File: src/design/rlec_pkg.sv
// ----------------------------------------------------------------------------
// rlec_pkg
// shared types and constants of the run-length escape byte compressor
// ----------------------------------------------------------------------------
`default_nettype none

package rlec_pkg;

  localparam logic [7:0] ESC_BYTE   = 8'hFF;
  localparam logic [7:0] RUN_CAP    = 8'd255;
  localparam logic [7:0] MIN_TRIPLE = 8'd3;

  // one run to be flushed
  typedef struct packed {
    logic [7:0] run_byte;
    logic [7:0] run_len;
    logic       last;
  } cmd_t;

  // up to two flush commands from one input beat, in order
  typedef struct packed {
    logic valid0;
    logic valid1;
    cmd_t cmd0;
    cmd_t cmd1;
  } push_t;

endpackage

`default_nettype wire

File: src/design/rlec_front.sv
// ----------------------------------------------------------------------------
// rlec_front
// run tracking: accepts data beats and emits flush commands
// ----------------------------------------------------------------------------
`default_nettype none

module rlec_front (
  input  wire logic          clk,
  input  wire logic          rst,
  input  wire logic          accept,
  input  wire logic [7:0]    in_byte,
  input  wire logic          in_last,
  output rlec_pkg::push_t    push_cmds
);
  import rlec_pkg::*;

  logic [7:0] run_byte;
  logic [7:0] run_length;
  logic       run_open;
  logic [7:0] run_byte_next;
  logic [7:0] run_length_next;
  logic       run_open_next;

  logic       same;
  logic       flush_a;
  logic       flush_b;
  logic [7:0] grown_len;
  logic [7:0] grown_byte;
  cmd_t       cmd_a;
  cmd_t       cmd_b;

  always_comb begin
    same       = run_open && (in_byte == run_byte) && (run_length < RUN_CAP);
    flush_a    = run_open && !same;
    grown_len  = same ? (run_length + 8'd1) : 8'd1;
    grown_byte = same ? run_byte : in_byte;
    flush_b    = (grown_len == RUN_CAP) || in_last;

    cmd_a.run_byte = run_byte;
    cmd_a.run_len  = run_length;
    cmd_a.last     = 1'b0;
    cmd_b.run_byte = grown_byte;
    cmd_b.run_len  = grown_len;
    cmd_b.last     = in_last;

    push_cmds.valid0 = accept && (flush_a || flush_b);
    push_cmds.valid1 = accept && flush_a && flush_b;
    push_cmds.cmd0   = flush_a ? cmd_a : cmd_b;
    push_cmds.cmd1   = cmd_b;

    run_byte_next   = grown_byte;
    run_length_next = flush_b ? 8'd0 : grown_len;
    run_open_next   = !flush_b;
  end

  always_ff @(posedge clk) begin
    if (rst) begin
      run_byte   <= 8'd0;
      run_length <= 8'd0;
      run_open   <= 1'b0;
    end else if (accept) begin
      run_byte   <= run_byte_next;
      run_length <= run_length_next;
      run_open   <= run_open_next;
    end
  end

endmodule

`default_nettype wire

File: src/design/rlec_cmd_queue.sv
// ----------------------------------------------------------------------------
// rlec_cmd_queue
// short command queue, two writes and one read per cycle
// ----------------------------------------------------------------------------
`default_nettype none

module rlec_cmd_queue #(
  parameter int DEPTH = 4
) (
  input  wire logic          clk,
  input  wire logic          rst,
  input  wire rlec_pkg::push_t push_cmds,
  input  wire logic          pop,
  output logic               room2,
  output logic               head_valid,
  output rlec_pkg::cmd_t     head
);
  import rlec_pkg::*;

  localparam int PW = (DEPTH > 1) ? $clog2(DEPTH) : 1;
  localparam int CW = $clog2(DEPTH + 1);
  localparam logic [PW-1:0] LAST_PTR = PW'(DEPTH - 1);

  cmd_t          mem [DEPTH];
  logic [PW-1:0] wr_ptr;
  logic [PW-1:0] rd_ptr;
  logic [CW-1:0] count;
  logic [PW-1:0] wr_ptr_p1;
  logic [PW-1:0] wr_ptr_p2;
  logic [PW-1:0] rd_ptr_next;
  logic [PW-1:0] wr_ptr_next;
  logic [CW-1:0] count_next;
  logic          pop_do;

  always_comb begin
    wr_ptr_p1   = (wr_ptr == LAST_PTR) ? '0 : wr_ptr + 1'b1;
    wr_ptr_p2   = (wr_ptr_p1 == LAST_PTR) ? '0 : wr_ptr_p1 + 1'b1;
    rd_ptr_next = (rd_ptr == LAST_PTR) ? '0 : rd_ptr + 1'b1;
    head_valid  = (count != '0);
    pop_do      = pop && head_valid;
    unique case ({push_cmds.valid0, push_cmds.valid1})
      2'b10:   wr_ptr_next = wr_ptr_p1;
      2'b11:   wr_ptr_next = wr_ptr_p2;
      default: wr_ptr_next = wr_ptr;
    endcase
    count_next = count + CW'(push_cmds.valid0) + CW'(push_cmds.valid1) - CW'(pop_do);
    room2      = (count <= CW'(DEPTH - 2));
    head       = mem[rd_ptr];
  end

  always_ff @(posedge clk) begin
    if (push_cmds.valid0) begin
      mem[wr_ptr] <= push_cmds.cmd0;
    end
    if (push_cmds.valid1) begin
      mem[wr_ptr_p1] <= push_cmds.cmd1;
    end
  end

  always_ff @(posedge clk) begin
    if (rst) begin
      wr_ptr <= '0;
      rd_ptr <= '0;
      count  <= '0;
    end else begin
      wr_ptr <= wr_ptr_next;
      count  <= count_next;
      if (pop_do) begin
        rd_ptr <= rd_ptr_next;
      end
    end
  end

endmodule

`default_nettype wire

File: src/design/rlec_back.sv
// ----------------------------------------------------------------------------
// rlec_back
// expands flush commands into output bytes, one beat per cycle unless pop stalls it
// ----------------------------------------------------------------------------
`default_nettype none

module rlec_back (
  input  wire logic          clk,
  input  wire logic          rst,
  input  wire logic          head_valid,
  input  wire rlec_pkg::cmd_t head,
  output logic               cmd_pop,
  output logic               empty,
  input  wire logic          pop,
  output logic [7:0]         out_byte,
  output logic               out_last
);
  import rlec_pkg::*;

  logic       out_valid;
  logic [1:0] step;
  logic [1:0] step_next;
  logic       is_triple;
  logic [1:0] final_step;
  logic       at_final;
  logic       advance;
  logic       load;
  logic [7:0] byte_next;
  logic       last_next;

  always_comb begin
    is_triple  = (head.run_len >= MIN_TRIPLE) || (head.run_byte == ESC_BYTE);
    final_step = is_triple ? 2'd2 : (head.run_len[1:0] - 2'd1);
    at_final   = (step == final_step);
    advance    = !out_valid || pop;
    load       = advance && head_valid;
    cmd_pop    = load && at_final;
    step_next  = at_final ? 2'd0 : (step + 2'd1);
    if (is_triple) begin
      unique case (step)
        2'd0:    byte_next = ESC_BYTE;
        2'd1:    byte_next = head.run_byte;
        default: byte_next = head.run_len;
      endcase
    end else begin
      byte_next = head.run_byte;
    end
    last_next = head.last && at_final;
    empty     = !out_valid;
  end

  always_ff @(posedge clk) begin
    if (rst) begin
      out_valid <= 1'b0;
      step      <= 2'd0;
    end else if (advance) begin
      out_valid <= head_valid;
      if (head_valid) begin
        step <= step_next;
      end
    end
  end

  always_ff @(posedge clk) begin
    if (load) begin
      out_byte <= byte_next;
      out_last <= last_next;
    end
  end

endmodule

`default_nettype wire

File: src/design/rle_escape_byte_compressor.sv
// ----------------------------------------------------------------------------
// rle_escape_byte_compressor
// run-length compressor with escape byte 0xFF, one data byte per beat
// ----------------------------------------------------------------------------
// input side is a queue write port: a beat (in_byte, in_last) is taken when
// push is high and full is low. the result side is a queue read port: the
// oldest output byte sits on out_byte/out_last while empty is low and is
// taken when pop is high. a run of three or more, or any run of 0xFF, comes
// out as 0xFF, byte, count; a shorter run as one or two literal bytes.
// out_last marks the final byte of a message.
// an input beat is taken every cycle while the command queue has room for
// two flush commands. the first output byte of a flush passes through the
// command queue and then the output register. the output port moves one byte
// per cycle while pop is high, so throughput is set by the byte expander,
// which turns each flush command into one, two or three bytes.
// reset closes any open run and empties the queue and output register.
// when the receiver stalls the output byte holds, the command queue fills
// and full rises; nothing is dropped.
// ----------------------------------------------------------------------------
`default_nettype none

module rle_escape_byte_compressor #(
  parameter int CMD_DEPTH = 4
) (
  input  wire logic       clk,
  input  wire logic       rst,
  input  wire logic       push,
  output logic            full,
  input  wire logic [7:0] in_byte,
  input  wire logic       in_last,
  output logic            empty,
  input  wire logic       pop,
  output logic [7:0]      out_byte,
  output logic            out_last
);
  import rlec_pkg::*;

  logic  accept;
  logic  room2;
  logic  head_valid;
  logic  cmd_pop;
  push_t push_cmds;
  cmd_t  head;

  assign full   = !room2;
  assign accept = push && room2;

  rlec_front u_front (
    .clk       (clk),
    .rst       (rst),
    .accept    (accept),
    .in_byte   (in_byte),
    .in_last   (in_last),
    .push_cmds (push_cmds)
  );

  rlec_cmd_queue #(
    .DEPTH (CMD_DEPTH)
  ) u_queue (
    .clk        (clk),
    .rst        (rst),
    .push_cmds  (push_cmds),
    .pop        (cmd_pop),
    .room2      (room2),
    .head_valid (head_valid),
    .head       (head)
  );

  rlec_back u_back (
    .clk        (clk),
    .rst        (rst),
    .head_valid (head_valid),
    .head       (head),
    .cmd_pop    (cmd_pop),
    .empty      (empty),
    .pop        (pop),
    .out_byte   (out_byte),
    .out_last   (out_last)
  );

endmodule

`default_nettype wire

File: config.mk
export PLATFORM = sky130hd
export DESIGN_NAME = rle_escape_byte_compressor
export DESIGN_NICKNAME = d
export VERILOG_FILES = /design/src/design/rlec_pkg.sv /design/src/design/rlec_front.sv /design/src/design/rlec_cmd_queue.sv /design/src/design/rlec_back.sv /design/src/design/rle_escape_byte_compressor.sv
export SDC_FILE = /design/constraint.sdc
export NUM_CORES = 1
export LEC_CHECK = 0
export BUFFER_PORTS_ARGS = -buffer_cell sky130_fd_sc_hd__buf_2
export CAP_MARGIN = 40
export CORE_MARGIN = 2
export CORE_UTILIZATION = 67
export DETAILED_ROUTE_END_ITERATION = 16
export GPL_TIMING_DRIVEN = 0
export PLACE_DENSITY_LB_ADDON = 0.3
export SLEW_MARGIN = 0
export SYNTH_ARGS = -nofsm -noshare
export SYNTH_HDL_FRONTEND = slang
export SYNTH_HIERARCHICAL = 1
export SYNTH_SLANG_ARGS = --single-unit
File: constraint.sdc
create_clock -name clk -period 10.1 [get_ports clk]
set_clock_uncertainty 0.2 [all_clocks]
set_input_delay 1.01 -clock clk [delete_from_list [all_inputs] [get_ports clk]]
set_output_delay 1.01 -clock clk [all_outputs]
set_load 0.1 [all_outputs]
==> impl_metrics.py <==
metrics = {
    "synthesis": {
        "yosysTopAreaCell": "edfxtp_1",
        "synth_top_cells_by_count": "edfxtp_1, mux2_2, nand2_1, dfxtp_1, nor2_1",
        "synth-xor-area-share_pct": 2.249,
        "ys_ff_latch": 106,
        "ys.flop_type": "edfxtp_1",
        "synth.area.top_cells": "edfxtp_1, mux2_2, dfxtp_1",
        "post-synth-top-area-fraction_pct": 39.59,
        "ys_seq_area_share_pct": 49.53,
        "synth_top_family_by_area": "multiplexers",
        "synth_compound_area_share_pct": 5.763,
        "syn-num-nets": 471,
        "synth_adder_area_share_pct": 3.256,
        "ys.warnings.count": 6,
        "synth_simple_gate_area_share_pct": 9.640,
        "synth_edf_count": 77,
        "synth_area_per_cell_um2": 13.15,
        "async_flop_share_pct": 0,
        "post_synth_instance_area_mm2": 0.005841,
        "synth.area.mux_share_pct": 25.24,
        "synth.most_common_cell": "edfxtp_1",
        "synthCells": 444,
        "synth_cell_type_count": 60,
    },
    "floorplanning": {
        "io_pins": 24,
        "rows": 34,
        "die_w_um": 97.37,
        "core_area_mm2": 0.008593,
        "fp.dieH_um": 97.37,
        "die_area_mm2": 0.009480,
        "start_util_pct": 67.97,
    },
    "routing": {
        "vias_per_cell": 6.362,
        "post_drt_wl_per_cell_um": 21.22,
        "num_vias": 3792,
        "remaining_drc_errors": 0,
        "detail_route.iter0.violations": 265,
        "wl_mm": 12.65,
        "drtAntennaViolNets": 0,
        "drt_pass1_iterations": 5,
    },
    "sta": {
        "period_share_pct": 43.42,
        "rsz0062_at_grt": "false",
        "finalCriticalPeriod_ns": 4.385,
        "worst_slew_pin_slew_ns": 0.6912,
        "fin_ws_ns": 5.715,
        "setup_tns_ns": 0,
        "slew_violations": 0,
        "max_freq_ghz": 0.2281,
        "setup_violations": 0,
        "hold_viol_final": 0,
        "relSlewSlack_pct": 53.92,
    },
    "setup_path": {
        "path_class": "input port to flip-flop",
        "path_cells": "buf_2, xor2_1, nor4_2, nand3_1, nor2_1, o31a_1, clkbuf_1, inv_1, ha_1, inv_1, fa_1, fa_1, xor2_1, nor2_1",
        "r2r_cells": 15,
        "critical_path_required_ns": 10.17,
        "critPathMaxFanout": 8,
        "cp.arrival_ns": 4.46,
        "critPathTopFamily": "simple AND/OR/NAND/NOR gates",
        "end_kind": "flip-flop",
        "crit_buf_inv": 4,
        "path_depth": 14,
        "cpPeakStageDelay_ns": 0.60,
        "start_kind": "input port",
        "cp_slowest_cell": "nor4_2",
    },
    "global_routing": {
        "grt_pass1_vias": 3774,
        "grt_pass1_wl_mm": 20.13,
        "grt_use_total_pct": 27.83,
        "grt_max_degree": 22,
        "grt-ovfl-total": 0,
        "antenna_found_initial": 0,
    },
    "clocking": {
        "ctsHoldBuffers": 0,
        "cts.sinks": 106,
        "post_cts_buffers": 0,
        "post_cts_resized": 0,
        "clock_latency_ns": 0.38,
        "path_clk_slew_ns": 0.11,
        "cts_buffer_depth": 2,
        "cts_tree": "yes",
        "numCtsBuffers": 9,
        "cts-root-buf": "clkbuf_8",
        "h-tree-depth": 3,
    },
    "run_status": {
        "status": "finished clean",
    },
    "layout": {
        "fin_area_mm2": 0.006361,
        "syn2layout_area_growth_pct": 8.912,
        "nets": 510,
        "n_antenna_cell": 0,
        "drive_gt1_share_pct": 34.43,
    },
    "place": {
        "pre_cts_ws_ns": 5.391,
        "port_buffers": 23,
        "place_congestion": 0.8640,
        "dpl_cell_area_mm2": 0.006156,
        "dpl.hpwl_mm": 9.078,
    },
    "power": {
        "irDropWorstVdd_uv": 109.6,
        "power_density_mw_per_mm2": 207.7,
        "p_leak_uw": 0.002415,
    },
    "run": {
        "cap_viol_max_count": 0,
    },
    "hold_path": {
        "min_path_type": "flip-flop to flip-flop",
        "min_path_cells": 2,
    },
}
[sequential cells by signal (all words and copies together), names as in the netlist, named ones only]
signal	flops
u_back/step	2
u_back/out_last	1
u_queue/wr_ptr	2
u_front/run_length	8
u_front/run_open	1
u_queue/count	3
u_back/out_byte	8
u_queue/rd_ptr	2
u_back/out_valid	1
u_queue/mem	68
u_front/run_byte	8
[where the power goes]
group | switching, uW | total (uW) | internal (uW)
clock | 162 | 261 | 99.0
combinational | 320 | 474 | 154
sequential | 29.3 | 586 | 557
[per-stage QoR]
stage / hold slack (ns) / std cells / total power (uW) / utilization [%]
2_1_floorplan: 0.2559 / 444 / 953.8 / -
3_3_place_gp: 0.2790 / 575 / 1033 / 70.88
3_5_place_dp: 0.2908 / 580 / 1066 / 71.64
4_1_cts: 0.3108 / 596 / 1323 / 74.02
5_1_grt: 0.3482 / 596 / 1376 / 74.02
6_report: 0.3170 / 596 / 1321 / 74.02
[routing by layer]
metal | global-route usage [%] | up-vias | wire length, um
met1 | 38.33 | 1893 | 5430
met4 | 8.440 | 0 | 253
met5 | 0 | - | 0
met2 | 45.68 | 133 | 6359
li1 | - | 1743 | -
met3 | 5.036 | 23 | 603
[cell type report]
type                    count  area [um^2]
plain buffers              28        188.9
clock buffers               9        123.9
clock inverters             7        81.33
fillers                   555         2232
inverters                  17        63.81
multi-input cells         293         2695
flip-flops and latches    106         2893
well taps                 108        135.1
repair buffers             28        180.2
[cell usage in the layout (no fill, tap or decap), types with 5 or more instances in the layout]
| master | Yosys | final |
|---|---|---|
| edfxtp_1 | 77 | 77 |
| mux2_2 | 72 | 72 |
| nand2_1 | 33 | 33 |
| dfxtp_1 | 29 | 29 |
| buf_2 | 3 | 27 |
| nor2_1 | 25 | 25 |
| mux2i_1 | 19 | 19 |
| inv_1 | 17 | 17 |
| mux4_2 | 17 | 17 |
| ha_1 | 12 | 12 |
| xor2_1 | 11 | 11 |
| clkbuf_1 | 10 | 10 |
| clkbuf_8 | 0 | 9 |
| buf_6 | 8 | 8 |
| o211ai_1 | 7 | 7 |
| o2111ai_1 | 6 | 6 |
| nor3_1 | 5 | 5 |
| a21oi_1 | 5 | 5 |
| buf_4 | 5 | 5 |
| nand3_1 | 5 | 5 |
| nand2_2 | 5 | 5 |
| a22o_1 | 5 | 5 |
[cells by family (layout without fill, tap and decap cells)]
family | Yosys count | after routing
AO/OA/AOI/OAI | 44 | 44
XOR/XNOR | 15 | 15
adder cells (fa/ha/maj) | 14 | 14
buffers and inverters | 45 | 89
flip-flops | 106 | 106
multiplexers | 115 | 115
AND/OR/NAND/NOR | 105 | 105
[path summary, 6_finish.rpt]
kind | startpoint | end | slack (ns)
max | in_byte[4] | u_queue/count[2] | 5.72
min | u_back/out_valid | u_back/out_valid | 0.32
max reg2reg | u_front/run_length[0] | u_queue/count[2] | 5.87
min reg2reg | u_back/out_valid | u_back/out_valid | 0.32
[worst reg2reg max path, stage by stage (launching register included)]
cell      delay [ns]
dfxtp_1         0.53
ha_1            0.32
nand3_2         0.18
or3_4           0.42
and4_4          0.20
buf_6           0.14
nor2_1          0.23
o31a_1          0.20
clkbuf_1        0.29
inv_1           0.10
ha_1            0.29
inv_1           0.05
fa_1            0.39
fa_1            0.38
xor2_1          0.16
nor2_1          0.05
Power figures use the tool's default switching activity.
